<file path="src/rtl/core/pvr_pkg.sv">
// ----------------------------------------------------------------------------
// pvr_pkg: shared types and constants for the polygon vertex unit
// Request and status codes, the iterative unit's command and status, and
// fixed widths of the vertex and result fields.
// ----------------------------------------------------------------------------
`default_nettype none

package pvr_pkg;

    localparam int COORD_W = 16;          // one coordinate, 4 fraction bits
    localparam int VTX_W   = 2 * COORD_W; // packed {x, y} in the store
    localparam int IDX_W   = 4;           // vertex_index field
    localparam int ANG_W   = 11;          // angle_deg field
    localparam int SQ_W    = 32;          // x*x + y*y
    localparam int ROOT_W  = 16;          // floored root and mean

    // a / 90 for 0 <= a < 1024 as (a * 1457) >> 17, exact over that range
    localparam int               ANG_PROD_W  = 21;
    localparam int               ANG_SHIFT   = 17;
    localparam logic [10:0]      ANG_RECIP   = 11'd1457;
    localparam logic [6:0]       QUARTER_DEG = 7'd90;

    typedef enum logic [1:0] {
        REQ_ADD    = 2'd0,
        REQ_ROTATE = 2'd1,
        REQ_MEAN   = 2'd2,
        REQ_READ   = 2'd3
    } t_req;

    typedef enum logic [2:0] {
        ST_OK        = 3'd0,
        ST_FULL      = 3'd1,
        ST_BAD_INDEX = 3'd2,
        ST_BAD_ANGLE = 3'd3,
        ST_EMPTY     = 3'd4
    } t_status;

    typedef enum logic {
        ITER_SQRT = 1'b0,
        ITER_DIV  = 1'b1
    } t_iter_op;

    typedef struct packed {
        logic     go;
        t_iter_op op;
    } t_iter_cmd;

    typedef struct packed {
        logic busy;
        logic done;
    } t_iter_sts;

endpackage

`default_nettype wire

</file>
<file path="src/rtl/core/polygon_vertex_rotate_mean_radius_unit.sv">
// ----------------------------------------------------------------------------
// polygon_vertex_rotate_mean_radius_unit: vertex store, quarter-turn rotate,
// mean radius. The strobe rises as a request ends: add and every error at
// dispatch, read after the registered store read, rotate after the pivot
// read and a read and write-back per moved vertex (pivot skipped), mean
// after a 16-step root per vertex on the shared unit and a 21-step divide
// (16 + count width). A new beat is taken when the strobe cycle ends; the
// receiver cannot stall. Reset clears sequencer, strobe, vertex count only.
// ----------------------------------------------------------------------------
`default_nettype none

module polygon_vertex_rotate_mean_radius_unit #(
    parameter int MAX_VERTICES = 16
) (
    input  logic                            i_clk,
    input  logic                            i_rst_n,
    input  logic                            start,
    output logic                            busy,
    input  logic [1:0]                      i_req_type,
    input  logic signed [15:0]              i_coord_x,
    input  logic signed [15:0]              i_coord_y,
    input  logic [3:0]                      i_vertex_index,
    input  logic signed [10:0]              i_angle_deg,
    output logic                            o_valid,
    output logic [2:0]                      o_status,
    output logic signed [15:0]              o_out_x,
    output logic signed [15:0]              o_out_y,
    output logic [15:0]                     o_mean_radius,
    output logic [4:0]                      o_count_out
);

    // store address, vertex count and running sum of roots
    localparam int IW   = $clog2(MAX_VERTICES);
    localparam int CW   = $clog2(MAX_VERTICES + 1);
    localparam int SW   = pvr_pkg::ROOT_W + CW;
    localparam int CMPW = (CW > pvr_pkg::IDX_W) ? CW : pvr_pkg::IDX_W;
    localparam int CRW  = pvr_pkg::COORD_W + 2; // room for px + py - y

    typedef enum logic [4:0] {
        S_IDLE,
        S_DISPATCH,
        S_ROT_PIV,
        S_ROT_PIVD,
        S_ROT_NEXT,
        S_ROT_RD,
        S_ROT_WR,
        S_MEAN_NEXT,
        S_MEAN_RD,
        S_MEAN_SQX,
        S_MEAN_SQY,
        S_SQRT_GO,
        S_SQRT_W,
        S_DIV_GO,
        S_DIV_W,
        S_READ_RD,
        S_READ_D
    } t_state;

    t_state                                r_state;
    pvr_pkg::t_req                         r_req;
    logic signed [pvr_pkg::COORD_W-1:0]    r_x;
    logic signed [pvr_pkg::COORD_W-1:0]    r_y;
    logic [pvr_pkg::IDX_W-1:0]             r_idx;
    logic signed [pvr_pkg::ANG_W-1:0]      r_angle;
    logic [CW-1:0]                         r_count;
    logic [CW-1:0]                         r_i;
    logic [IW-1:0]                         r_addr;
    logic [1:0]                            r_turns;
    logic signed [pvr_pkg::COORD_W-1:0]    r_px;
    logic signed [pvr_pkg::COORD_W-1:0]    r_py;
    logic [pvr_pkg::SQ_W-1:0]              r_sqx;
    logic [pvr_pkg::SQ_W-1:0]              r_sqy;
    logic [SW-1:0]                         r_sum;
    logic                                  r_valid;
    pvr_pkg::t_status                      r_status;
    logic signed [pvr_pkg::COORD_W-1:0]    r_out_x;
    logic signed [pvr_pkg::COORD_W-1:0]    r_out_y;
    logic [pvr_pkg::ROOT_W-1:0]            r_mean;

    // ------------------------------------------------------------------
    // Vertex store: {x, y} per entry, written by add and rotate
    // ------------------------------------------------------------------
    logic                                  ram_we;
    logic [IW-1:0]                         ram_waddr;
    logic [pvr_pkg::VTX_W-1:0]             ram_wdata;
    logic [pvr_pkg::VTX_W-1:0]             ram_rdata;
    logic signed [pvr_pkg::COORD_W-1:0]    rd_x;
    logic signed [pvr_pkg::COORD_W-1:0]    rd_y;

    pvr_ram #(
        .WIDTH (pvr_pkg::VTX_W),
        .DEPTH (MAX_VERTICES)
    ) u_store (
        .i_clk   (i_clk),
        .i_we    (ram_we),
        .i_waddr (ram_waddr),
        .i_wdata (ram_wdata),
        .i_raddr (r_addr),
        .o_rdata (ram_rdata)
    );

    assign rd_x = signed'(ram_rdata[pvr_pkg::VTX_W-1:pvr_pkg::COORD_W]);
    assign rd_y = signed'(ram_rdata[pvr_pkg::COORD_W-1:0]);

    // ------------------------------------------------------------------
    // Request checks
    // ------------------------------------------------------------------
    logic                          accept;
    logic                          store_full;
    logic                          idx_ok;
    logic [pvr_pkg::ANG_W-2:0]     ang_mag;
    logic [pvr_pkg::ANG_PROD_W-1:0] ang_prod;
    logic [pvr_pkg::ANG_PROD_W-pvr_pkg::ANG_SHIFT-1:0] ang_q;
    logic [pvr_pkg::ANG_W-2:0]     ang_back;
    logic                          ang_bad;

    assign accept     = start && !busy;
    assign store_full = (r_count >= CW'(MAX_VERTICES));
    assign idx_ok     = (CMPW'(r_idx) < CMPW'(r_count));

    // angle must be non-negative and a whole multiple of 90 degrees;
    // a / 90 via reciprocal multiply, then check the remainder
    assign ang_mag  = r_angle[pvr_pkg::ANG_W-2:0];
    assign ang_prod = pvr_pkg::ANG_PROD_W'(ang_mag)
                    * pvr_pkg::ANG_PROD_W'(pvr_pkg::ANG_RECIP);
    assign ang_q    = ang_prod[pvr_pkg::ANG_PROD_W-1:pvr_pkg::ANG_SHIFT];
    assign ang_back = (pvr_pkg::ANG_W-1)'(ang_q)
                    * (pvr_pkg::ANG_W-1)'(pvr_pkg::QUARTER_DEG);
    assign ang_bad  = r_angle[pvr_pkg::ANG_W-1] || (ang_back != ang_mag);

    // ------------------------------------------------------------------
    // Rotation about the pivot, saturated to the coordinate range
    // ------------------------------------------------------------------
    function automatic logic signed [pvr_pkg::COORD_W-1:0] sat_coord(
        input logic signed [CRW-1:0] v
    );
        if (v > CRW'(32767)) begin
            return 16'sh7FFF;
        end else if (v < -CRW'(32768)) begin
            return 16'sh8000;
        end
        return v[pvr_pkg::COORD_W-1:0];
    endfunction

    logic signed [CRW-1:0] e_px;
    logic signed [CRW-1:0] e_py;
    logic signed [CRW-1:0] e_x;
    logic signed [CRW-1:0] e_y;
    logic signed [CRW-1:0] rot_x_w;
    logic signed [CRW-1:0] rot_y_w;
    logic signed [pvr_pkg::COORD_W-1:0] rot_x;
    logic signed [pvr_pkg::COORD_W-1:0] rot_y;

    assign e_px = CRW'(r_px);
    assign e_py = CRW'(r_py);
    assign e_x  = CRW'(rd_x);
    assign e_y  = CRW'(rd_y);

    always_comb begin
        case (r_turns)
            2'd1: begin
                rot_x_w = e_px + e_py - e_y;
                rot_y_w = e_py - e_px + e_x;
            end
            2'd2: begin
                rot_x_w = e_px + e_px - e_x;
                rot_y_w = e_py + e_py - e_y;
            end
            2'd3: begin
                rot_x_w = e_px - e_py + e_y;
                rot_y_w = e_py + e_px - e_x;
            end
            default: begin
                rot_x_w = e_x;
                rot_y_w = e_y;
            end
        endcase
    end

    assign rot_x = sat_coord(rot_x_w);
    assign rot_y = sat_coord(rot_y_w);

    // store write port: append on add, write back on rotate
    always_comb begin
        ram_we    = 1'b0;
        ram_waddr = r_addr;
        ram_wdata = {rot_x, rot_y};
        if (r_state == S_DISPATCH && r_req == pvr_pkg::REQ_ADD && !store_full) begin
            ram_we    = 1'b1;
            ram_waddr = IW'(r_count);
            ram_wdata = {r_x, r_y};
        end else if (r_state == S_ROT_WR) begin
            ram_we    = 1'b1;
        end
    end

    // ------------------------------------------------------------------
    // Shared squarer: x*x in one state, y*y in the next
    // ------------------------------------------------------------------
    logic signed [pvr_pkg::COORD_W-1:0] sq_op;
    logic signed [pvr_pkg::SQ_W-1:0]    sq_prod;

    assign sq_op   = (r_state == S_MEAN_SQX) ? rd_x : rd_y;
    assign sq_prod = pvr_pkg::SQ_W'(sq_op) * pvr_pkg::SQ_W'(sq_op);

    // ------------------------------------------------------------------
    // Shared root / divide unit
    // ------------------------------------------------------------------
    pvr_pkg::t_iter_cmd          iter_cmd;
    pvr_pkg::t_iter_sts          iter_sts;
    logic [pvr_pkg::ROOT_W-1:0]  iter_res;
    logic [pvr_pkg::SQ_W-1:0]    radicand;

    assign radicand    = r_sqx + r_sqy;
    assign iter_cmd.go = (r_state == S_SQRT_GO) || (r_state == S_DIV_GO);
    assign iter_cmd.op = (r_state == S_DIV_GO) ? pvr_pkg::ITER_DIV : pvr_pkg::ITER_SQRT;

    pvr_iter_unit #(
        .DIV_W (SW),
        .DVS_W (CW)
    ) u_iter (
        .i_clk      (i_clk),
        .i_rst_n    (i_rst_n),
        .i_cmd      (iter_cmd),
        .i_radicand (radicand),
        .i_dividend (r_sum),
        .i_divisor  (r_count),
        .o_sts      (iter_sts),
        .o_result   (iter_res)
    );

    // ------------------------------------------------------------------
    // Sequencer and result registers
    // ------------------------------------------------------------------
    always_ff @(posedge i_clk) begin
        if (!i_rst_n) begin
            r_state <= S_IDLE;
            r_count <= '0;
            r_valid <= 1'b0;
        end else begin
            r_valid <= 1'b0;
            unique case (r_state)
                S_IDLE: begin
                    if (accept) begin
                        // capture the beat and clear the result fields
                        r_req    <= pvr_pkg::t_req'(i_req_type);
                        r_x      <= i_coord_x;
                        r_y      <= i_coord_y;
                        r_idx    <= i_vertex_index;
                        r_angle  <= i_angle_deg;
                        r_status <= pvr_pkg::ST_OK;
                        r_out_x  <= '0;
                        r_out_y  <= '0;
                        r_mean   <= '0;
                        r_state  <= S_DISPATCH;
                    end
                end
                S_DISPATCH: begin
                    unique case (r_req)
                        pvr_pkg::REQ_ADD: begin
                            if (store_full) begin
                                r_status <= pvr_pkg::ST_FULL;
                            end else begin
                                r_count <= r_count + CW'(1);
                            end
                            r_valid <= 1'b1;
                            r_state <= S_IDLE;
                        end
                        pvr_pkg::REQ_ROTATE: begin
                            // angle is checked before the pivot
                            if (ang_bad) begin
                                r_status <= pvr_pkg::ST_BAD_ANGLE;
                                r_valid  <= 1'b1;
                                r_state  <= S_IDLE;
                            end else if (!idx_ok) begin
                                r_status <= pvr_pkg::ST_BAD_INDEX;
                                r_valid  <= 1'b1;
                                r_state  <= S_IDLE;
                            end else begin
                                r_turns <= ang_q[1:0];
                                r_addr  <= IW'(r_idx);
                                r_state <= S_ROT_PIV;
                            end
                        end
                        pvr_pkg::REQ_MEAN: begin
                            if (r_count == '0) begin
                                r_status <= pvr_pkg::ST_EMPTY;
                                r_valid  <= 1'b1;
                                r_state  <= S_IDLE;
                            end else begin
                                r_i     <= '0;
                                r_sum   <= '0;
                                r_state <= S_MEAN_NEXT;
                            end
                        end
                        pvr_pkg::REQ_READ: begin
                            if (!idx_ok) begin
                                r_status <= pvr_pkg::ST_BAD_INDEX;
                                r_valid  <= 1'b1;
                                r_state  <= S_IDLE;
                            end else begin
                                r_addr  <= IW'(r_idx);
                                r_state <= S_READ_RD;
                            end
                        end
                        default: begin
                            r_state <= S_IDLE;
                        end
                    endcase
                end
                S_ROT_PIV: begin
                    r_state <= S_ROT_PIVD;
                end
                S_ROT_PIVD: begin
                    r_px    <= rd_x;
                    r_py    <= rd_y;
                    r_i     <= '0;
                    r_state <= S_ROT_NEXT;
                end
                S_ROT_NEXT: begin
                    // walk every held vertex, skip the pivot
                    if (r_i >= r_count) begin
                        r_valid <= 1'b1;
                        r_state <= S_IDLE;
                    end else if (CMPW'(r_i) == CMPW'(r_idx)) begin
                        r_i <= r_i + CW'(1);
                    end else begin
                        r_addr  <= IW'(r_i);
                        r_state <= S_ROT_RD;
                    end
                end
                S_ROT_RD: begin
                    r_state <= S_ROT_WR;
                end
                S_ROT_WR: begin
                    r_i     <= r_i + CW'(1);
                    r_state <= S_ROT_NEXT;
                end
                S_MEAN_NEXT: begin
                    if (r_i >= r_count) begin
                        r_state <= S_DIV_GO;
                    end else begin
                        r_addr  <= IW'(r_i);
                        r_state <= S_MEAN_RD;
                    end
                end
                S_MEAN_RD: begin
                    r_state <= S_MEAN_SQX;
                end
                S_MEAN_SQX: begin
                    r_sqx   <= unsigned'(sq_prod);
                    r_state <= S_MEAN_SQY;
                end
                S_MEAN_SQY: begin
                    r_sqy   <= unsigned'(sq_prod);
                    r_state <= S_SQRT_GO;
                end
                S_SQRT_GO: begin
                    r_state <= S_SQRT_W;
                end
                S_SQRT_W: begin
                    if (iter_sts.done) begin
                        r_sum   <= r_sum + SW'(iter_res);
                        r_i     <= r_i + CW'(1);
                        r_state <= S_MEAN_NEXT;
                    end
                end
                S_DIV_GO: begin
                    r_state <= S_DIV_W;
                end
                S_DIV_W: begin
                    if (iter_sts.done) begin
                        r_mean  <= iter_res;
                        r_valid <= 1'b1;
                        r_state <= S_IDLE;
                    end
                end
                S_READ_RD: begin
                    r_state <= S_READ_D;
                end
                S_READ_D: begin
                    r_out_x <= rd_x;
                    r_out_y <= rd_y;
                    r_valid <= 1'b1;
                    r_state <= S_IDLE;
                end
                default: begin
                    r_state <= S_IDLE;
                end
            endcase
        end
    end

    assign busy          = (r_state != S_IDLE);
    assign o_valid       = r_valid;
    assign o_status      = r_status;
    assign o_out_x       = r_out_x;
    assign o_out_y       = r_out_y;
    assign o_mean_radius = r_mean;
    assign o_count_out   = 5'(r_count);

    // ------------------------------------------------------------------
    // Assertions
    // ------------------------------------------------------------------
    // a result beat lasts one cycle and the block is free while it shows
    a_valid_single: assert property (@(posedge i_clk) disable iff (!i_rst_n)
        o_valid |-> !busy ##1 !o_valid)
        else $error("result strobe held or shown while busy");

    // the store never holds more than its depth
    a_count_range: assert property (@(posedge i_clk) disable iff (!i_rst_n)
        r_count <= CW'(MAX_VERTICES))
        else $error("vertex count beyond store depth");

    // an accepted beat always makes the block busy
    a_accept_busy: assert property (@(posedge i_clk) disable iff (!i_rst_n)
        accept |=> busy)
        else $error("accepted beat did not start work");

    // the shared unit finishes only while the sequencer waits for it
    a_iter_done: assert property (@(posedge i_clk) disable iff (!i_rst_n)
        iter_sts.done |-> (r_state == S_SQRT_W || r_state == S_DIV_W))
        else $error("shared unit finished outside a wait state");

endmodule

`default_nettype wire

</file>
<file path="src/rtl/core/pvr_ram.sv">
// ----------------------------------------------------------------------------
// pvr_ram: generic single-write, single-read RAM
// One write port, one read port, read data registered.
// ----------------------------------------------------------------------------
`default_nettype none

module pvr_ram #(
    parameter int WIDTH = 32,
    parameter int DEPTH = 16
) (
    input  logic                     i_clk,
    input  logic                     i_we,
    input  logic [$clog2(DEPTH)-1:0] i_waddr,
    input  logic [WIDTH-1:0]         i_wdata,
    input  logic [$clog2(DEPTH)-1:0] i_raddr,
    output logic [WIDTH-1:0]         o_rdata
);

    logic [WIDTH-1:0] r_mem [DEPTH];
    logic [WIDTH-1:0] r_rdata;

    always_ff @(posedge i_clk) begin
        if (i_we) begin
            r_mem[i_waddr] <= i_wdata;
        end
        r_rdata <= r_mem[i_raddr];
    end

    assign o_rdata = r_rdata;

endmodule

`default_nettype wire

</file>
<file path="src/rtl/core/pvr_iter_unit.sv">
// ----------------------------------------------------------------------------
// pvr_iter_unit: shared shift / compare / subtract unit
// Floored square root (two radicand bits a step) or restoring division
// (one dividend bit a step) through one remainder datapath.
// ----------------------------------------------------------------------------
`default_nettype none

module pvr_iter_unit #(
    parameter int DIV_W = 21,
    parameter int DVS_W = 5
) (
    input  logic                        i_clk,
    input  logic                        i_rst_n,
    input  pvr_pkg::t_iter_cmd          i_cmd,
    input  logic [pvr_pkg::SQ_W-1:0]    i_radicand,
    input  logic [DIV_W-1:0]            i_dividend,
    input  logic [DVS_W-1:0]            i_divisor,
    output pvr_pkg::t_iter_sts          o_sts,
    output logic [pvr_pkg::ROOT_W-1:0]  o_result
);

    localparam int DW  = (DIV_W > pvr_pkg::SQ_W) ? DIV_W : pvr_pkg::SQ_W;
    localparam int RW  = (DVS_W + 1 > pvr_pkg::ROOT_W + 4) ? DVS_W + 1
                                                           : pvr_pkg::ROOT_W + 4;
    localparam int SCW = $clog2(DW + 1);

    logic                      r_busy;
    logic                      r_done;
    pvr_pkg::t_iter_op         r_op;
    logic [DW-1:0]             r_opnd;
    logic [RW-1:0]             r_rem;
    logic [pvr_pkg::ROOT_W-1:0] r_res;
    logic [DVS_W-1:0]          r_dvs;
    logic [SCW-1:0]            r_step;

    logic [RW-1:0] shifted;
    logic [RW-1:0] trial;
    logic [RW-1:0] diff;
    logic          fits;

    always_comb begin
        if (r_op == pvr_pkg::ITER_SQRT) begin
            shifted = {r_rem[RW-3:0], r_opnd[DW-1:DW-2]};
            trial   = RW'({r_res, 2'b01});
        end else begin
            shifted = {r_rem[RW-2:0], r_opnd[DW-1]};
            trial   = RW'(r_dvs);
        end
        fits = (shifted >= trial);
        diff = shifted - trial;
    end

    always_ff @(posedge i_clk) begin
        if (!i_rst_n) begin
            r_busy <= 1'b0;
            r_done <= 1'b0;
        end else begin
            r_done <= 1'b0;
            if (r_busy) begin
                r_rem  <= fits ? diff : shifted;
                r_res  <= {r_res[pvr_pkg::ROOT_W-2:0], fits};
                r_opnd <= (r_op == pvr_pkg::ITER_SQRT) ? (r_opnd << 2) : (r_opnd << 1);
                r_step <= r_step - SCW'(1);
                if (r_step == SCW'(1)) begin
                    r_busy <= 1'b0;
                    r_done <= 1'b1;
                end
            end else if (i_cmd.go) begin
                r_busy <= 1'b1;
                r_op   <= i_cmd.op;
                r_rem  <= '0;
                r_res  <= '0;
                r_dvs  <= i_divisor;
                if (i_cmd.op == pvr_pkg::ITER_SQRT) begin
                    r_opnd <= DW'(i_radicand) << (DW - pvr_pkg::SQ_W);
                    r_step <= SCW'(pvr_pkg::ROOT_W);
                end else begin
                    r_opnd <= DW'(i_dividend) << (DW - DIV_W);
                    r_step <= SCW'(DIV_W);
                end
            end
        end
    end

    assign o_sts.busy = r_busy;
    assign o_sts.done = r_done;
    assign o_result   = r_res;

endmodule

`default_nettype wire
</file>
<file path="config.mk">
export PLATFORM = sky130hd
export DESIGN_NAME = polygon_vertex_rotate_mean_radius_unit
export DESIGN_NICKNAME = d
export VERILOG_FILES = /design/src/rtl/core/pvr_pkg.sv /design/src/rtl/core/polygon_vertex_rotate_mean_radius_unit.sv /design/src/rtl/core/pvr_ram.sv /design/src/rtl/core/pvr_iter_unit.sv
export SDC_FILE = /design/constraint.sdc
export NUM_CORES = 2
export LEC_CHECK = 0
export ABC_AREA = 1
export BUFFER_PORTS_ARGS = -buffer_cell sky130_fd_sc_hd__buf_2
export CAP_MARGIN = 20
export CORE_MARGIN = 2
export CORE_UTILIZATION = 55
export DETAILED_ROUTE_END_ITERATION = 8
export HOLD_SLACK_MARGIN = 0.12
export PLACE_DENSITY = 0.71
export SLEW_MARGIN = 5
export SYNTH_ARGS = -nofsm -noshare
export SYNTH_HDL_FRONTEND = slang
export SYNTH_HIERARCHICAL = 1
export SYNTH_SLANG_ARGS = --single-unit
</file>
<file path="constraint.sdc">
create_clock -name i_clk -period 6.9 [get_ports i_clk]
set_input_delay 0.69 -clock i_clk [delete_from_list [all_inputs] [get_ports i_clk]]
set_output_delay 0.69 -clock i_clk [all_outputs]
set_load 0.01 [all_outputs]
</file>
# Word level (Yosys, flattened, before mapping)
# Memory sizes are Yosys's and may differ from the RTL's. A register that Yosys moved wholly into a read port is not among the register bits.
# Cells that the tools add are included.
[classes] add_sub_neg=17 multipliers=3 magnitude_cmp=8 n_eq_ne=39 muxes=86 bitwise_logic=3 reduce_logical=35
[ops] operator="16-bit 2-to-1 mux" count=11
[ops] operator="32-bit 2-to-1 mux" count=5
[ops] operator="18-bit one-hot mux with 3 select lines" count=2
[ops] operator="16-bit one-hot mux with 2 select lines" count=3
[ops] operator="5-bit one-hot mux with 15 select lines" count=1
[ops] operator="17-bit by 16-bit subtractor with 18-bit output" count=4
[ops] operator="21-bit 2-to-1 mux" count=3
[ops] operator="19-bit 2-to-1 mux" count=3
[ops] operator="16-bit by 16-bit adder with 17-bit output" count=3
[ops] operator="5-bit 2-to-1 mux" count=10
[ops] operator="21-bit one-hot mux with 2 select lines" count=1
[ops] operator="5-bit by 4-bit == test with 1-bit output (second input constant)" count=8
[ops] operator="17-bit by 16-bit adder with 18-bit output" count=2
[ops] operator="18-bit by 16-bit greater-than comparator with 1-bit output (second input constant)" count=2
[ops] operator="18-bit by 16-bit < comparator with 1-bit output (second input constant)" count=2
[ops] operator="16-bit by 16-bit subtractor with 17-bit output" count=2
[ops] operator="32-bit adder" count=1
[ops] operator="16-bit by 16-bit multiplier with 32-bit output" count=1
[ops] operator="4-bit 2-to-1 mux" count=7
[ops] operator="5-bit one-hot mux with 5 select lines" count=1
[ops] operator="3-bit 2-to-1 mux" count=8
[ops] operator="21-bit by 16-bit adder with 21-bit output" count=1
[ops] operator="10-bit by 11-bit multiplier with 21-bit output (second input constant)" count=1
[ops] operator="5-bit by 3-bit == test with 1-bit output (second input constant)" count=4
[ops] operator="46 further kinds" count=105
[word_totals] reg_bits=320 ram_bits=512 in_bits=52 out_inout_bits=58 wordCells=220 memories=1
[memory_table] name="u_store.r_mem" depth=16 width=32 rd=1 rd_ports_with_merged_regs=1 wr=1 line_no="pvr_ram.sv:19" source="logic [WIDTH-1:0] r_mem [DEPTH];"

# Depth between registers and ports, before layout
[logic_depth] depth_word=8 ltp_mapped=41 mapped_depth_nobuf=41

# Hierarchy
# Netlist, hierarchy kept.
[modules_own_cells] module="polygon_vertex_rotate_mean_radius_unit" n_inst=1 cells_each=3605 area_per_inst_um2=29965.0 seq_area_each_um2=7006.7
[modules_own_cells] module="pvr_ram" n_inst=1 cells_each=2120 area_per_inst_um2=22730.6 seq_area_each_um2=16015.4
[modules_own_cells] module="pvr_iter_unit" n_inst=1 cells_each=694 area_per_inst_um2=5308.8 seq_area_each_um2=2412.3

# Least setup slack after synthesis
# Ideal clock, no wire load.
[synth_timing] kind="register -> register" start="reg r_state[3]" end="reg r_sqx[29] in the netlist's numbering, data pin" setup_ps=263 arrival_ps=6548 required_time_ps=6637 path_slack_ps=89 stages_incl_launch_ff=33 n_path_buf=2 synth_period_minus_slack_ps=6811 cell_sequence="dfxtp_1 inv_1 nor3_2 nand2_1 buf_2 o21ai_1 inv_1 buf_2 nor2_1 inv_1 fa_1 inv_1 fa_1 inv_1 fa_1 inv_1 fa_1 inv_1 fa_1 inv_1 fa_1 ha_1 a21oi_1 o21ai_0 a21oi_1 nand3_1 nand3_1 nand2_1 a21boi_0 o21ai_1 nand3_1 nand2_1 xor2_1"
[synth_via] elab_chain_cells=3
[synth_rtl] item="start, declared" line_no="polygon_vertex_rotate_mean_radius_unit.sv:59" source="t_state r_state;"
[synth_rtl] item="start signal, assigned" line_no="polygon_vertex_rotate_mean_radius_unit.sv:237" source="r_state <= S_IDLE;"
[synth_rtl] item="start signal, assigned" line_no="polygon_vertex_rotate_mean_radius_unit.sv:255" source="r_state <= S_DISPATCH;"
[synth_rtl] item="start signal, assigned" line_no="polygon_vertex_rotate_mean_radius_unit.sv:267" source="r_state <= S_IDLE;"
[synth_rtl] item="5-bit by 4-bit == test with 1-bit output" line_no="polygon_vertex_rotate_mean_radius_unit.sv:203" source="assign sq_op = (r_state == S_MEAN_SQX) ? rd_x : rd_y;"
[synth_rtl] item="16-bit 2-to-1 mux" line_no="polygon_vertex_rotate_mean_radius_unit.sv:203"
[synth_rtl] item="16-bit by 16-bit multiplier with 32-bit output" line_no="polygon_vertex_rotate_mean_radius_unit.sv:204" source="assign sq_prod = pvr_pkg::SQ_W'(sq_op) * pvr_pkg::SQ_W'(sq_op);"
[synth_rtl] item="named net sq_prod, one bit" line_no="polygon_vertex_rotate_mean_radius_unit.sv:201" source="logic signed [pvr_pkg::SQ_W-1:0] sq_prod;"
[synth_rtl] item="end signal, assigned" line_no="polygon_vertex_rotate_mean_radius_unit.sv:351" source="r_sqx <= unsigned'(sq_prod);"
[synth_rtl] item="end, declared" line_no="polygon_vertex_rotate_mean_radius_unit.sv:71" source="logic [pvr_pkg::SQ_W-1:0] r_sqx;"
# The timed path passes the listed nets, and every way through them passes these cells.
# A chain may end at the register's enable or synchronous reset.

# Worst setup path in the final report
[layout_timing] start="reg r_state[3]" end="reg r_sqx[24] in the netlist's numbering, data pin"
# Same word-level chain as after synthesis.

==> results.md <==
* Status: finished clean
* Endpoints failing setup at 0
* Vias per cell at 5.53
* Global placer's final weighted congestion at between 0.9 and 1
* CP most frequent cell: fa_1
* Total track usage at 0.295
* Number of nets in the layout at 7347
* Worst Hold Class: in2reg
* Htree depth at 3
* First-pass GRT wire length at 244000 µm
* Critical Path RT at around 7300 ps
* Setup CP Type: reg2reg
* Syn_area_per_cell at roughly 9 µm²
* Max-cap violations at 0
* Clock root buffer: clkbuf_16
* Hold Path Origin: i_coord_x[13]
* Tightest Pin Transition at 1150 ps
* Leak Pwr at between 20 and 30 nW
* DRT Pass-1 Iters at 8
* Row count at 119
* Sink Count at between 800 and 900
* Arr. time, crit path at 7070 ps
* Clock buffer depth at 3
* Cell count after synthesis at between 6000 and 7000
* CP max stage delay at 560 ps
* Crit path capture type: flip-flop
* Fin area at 0.0646 mm²
* Syn. warnings at 6
* Maximum clock rate at about 150 MHz
* Maximum VDD drop at between 0.2 and 0.25 mV
* CP max-delay cell: fa_1
* Largest net degree at the start of global routing at between 150 and 200
* Die area at 0.108 mm²
* Power Density at ~240 mW/mm²
* Setup Skew at around 38 ps
* Die height at around 330 µm
* Cell depth of the worst hold path at 1
* Max transition margin at 0.230
* Final WL at ~160000 µm
* Reg2Reg Launch Point: r_state[3]
* CP Launch Type: flip-flop
* Max Slew Vio Count at 0
* Final Hold Vio Count at 0
* Fin crit period at roughly 6700 ps
* Worst reg-to-reg path cell count at 29
* Clock latency on the worst-skew pair at around 700 ps
* Boundary Pins at 110
* Placed inst area at roughly 0.061 mm²
* Total number of vias at approximately 45000
* Starting density of the core at 0.553
* CTS tree: yes
* Final ANT Viol Nets at 0
* Post-route core utilization at 0.615
* CP delay by family, top: adder cells
* Reg clk slew, reported paths at roughly 60 ps
* Layout cell share with drive strength beyond 1 at 0.105
* Drt drc at 0
* Hold Path Sink: r_x[13]
* Filler Cell Count at about 8700
* Core footprint at ~0.10 mm²
* RSZ-0062 raised after global routing: yes
* CP Buf/Inv Count at 10
* Vias in the first global route at 43181
* Routed len/inst at ~20 µm
* Initial antenna violation count at 4
* CTS buffer count at approximately 90
* Crit Reg-Reg Endpoint: r_sqx[24]
* HPWL Detailed at ~110000 µm
* I/O Buffers at ~110
* Area growth from synthesis to layout at 11.3%
* Iter 0 DRT Violations at ~4500
* Chip Width at roughly 330 µm
* Post-Syn Nets at between 7000 and 8000
* WP depth at 29
* Worst Path Max Fanout at 15
* Grt ovf at 0
* Tcrit/Tclk final at 0.967
* Mapped Area at between 0.05 and 0.06 mm²
* Reg2reg setup slack at around 230 ps
==> stage by stage <==
step	setup TNS [ps]	std cells	setup slack, ps	total power [mW]	hold WS, ps
final	0	8102	227	15.6	168
after global routing	-675	8100	-101	16.5	140
after CTS	0	8091	0.921	15.3	128
after detailed placement	-454	7919	-65.1	10.3	418
after global placement	-161	7919	-40.2	10.2	424
after floorplan	0	6418	89.3	9.05	408
==> what timing repair did <==
item	in CTS	in global routing
hold endpoints to repair	1	0
setup endpoints to repair	11	39
pin swaps	2	43
gates cloned	0	2
gates resized for setup	6	154
setup buffers	0	7
hold buffers	1	0
==> report_power, final <==
part	switching, mW	internal [mW]	leakage (nW)
clock	2.15	2.80	1.48
sequential	0.0372	6.04	7.70
combinational	2.73	1.89	20.5
==> registers in the layout, indices dropped and copies added (netlist names), 6 cells and up <==
register / flops
o_mean_radius: 16
o_out_x: 16
o_out_y: 16
r_angle: 11
r_px: 16
r_py: 16
r_sqx: 31
r_sqy: 31
r_sum: 21
r_x: 16
r_y: 16
u_iter/o_result: 16
u_iter/r_opnd: 32
u_iter/r_rem: 19
u_iter/r_step: 6
u_store/o_rdata: 32
u_store/r_mem: 512
==> worst max path at each step <==
| stage | startpoint | end | slack, ps |
|---|---|---|---|
| after floorplan | r_state[3] | r_sqx[29] | 90 |
| after global routing | r_angle[3] | r_addr[1] | -100 |
| final | r_state[3] | r_sqx[24] | 230 |
| after detailed placement | r_state[3] | r_sqx[29] | -70 |
| after global placement | r_angle[2] | r_addr[3] | -40 |
| after CTS | r_angle[2] | r_addr[1] | 0.9 |
==> layout by cell type, fill, tap and decap left out, types with 30 or more instances in the layout <==
master,n
ha_1,344
o211ai_1,31
buf_4,180
a21oi_1,283
dfxtp_1,43
inv_1,1154
edfxtp_1,817
clkbuf_16,94
nor3_1,39
fa_1,301
nand3_1,568
nor2_2,68
nand2_1,1427
xor2_1,77
buf_2,109
a21o_1,30
nand4_1,45
nor2_1,436
o21ai_0,212
==> routing by layer <==
metal	share of wire	vias to the layer above	GRT usage
met3	0.089	353	0.0525
met2	0.46	2021	0.477
met1	0.40	21213	0.393
li1	-	21249	-
met5	0.00017	-	0
met4	0.045	4	0.125
==> worst register-to-register path: cells and delay by family, from the launching register on <==
family                   cells  cell delay, ps
buffers and inverters       10             930
flip-flops                   1             350
AND/OR/NAND/NOR              6             730
AO/OA/AOI/OAI                6            1020
adder cells (fa/ha/maj)      7            3360
==> final cells by class <==
class | instances | area [µm²] | share of cell area
multi-input cells | 4187 | 27800 | 0.430
clock inverters | 47 | 502 | 0.00777
well taps | 1391 | 1740 | 0.0270
flip-flops and latches | 862 | 25400 | 0.394
repair buffers | 303 | 2110 | 0.0327
clock buffers | 124 | 2530 | 0.0392
inverters | 1186 | 4460 | 0.0691
diodes | 2 | 5.00 | 0.0000775
Note: power is estimated with default switching activity, not from simulation.
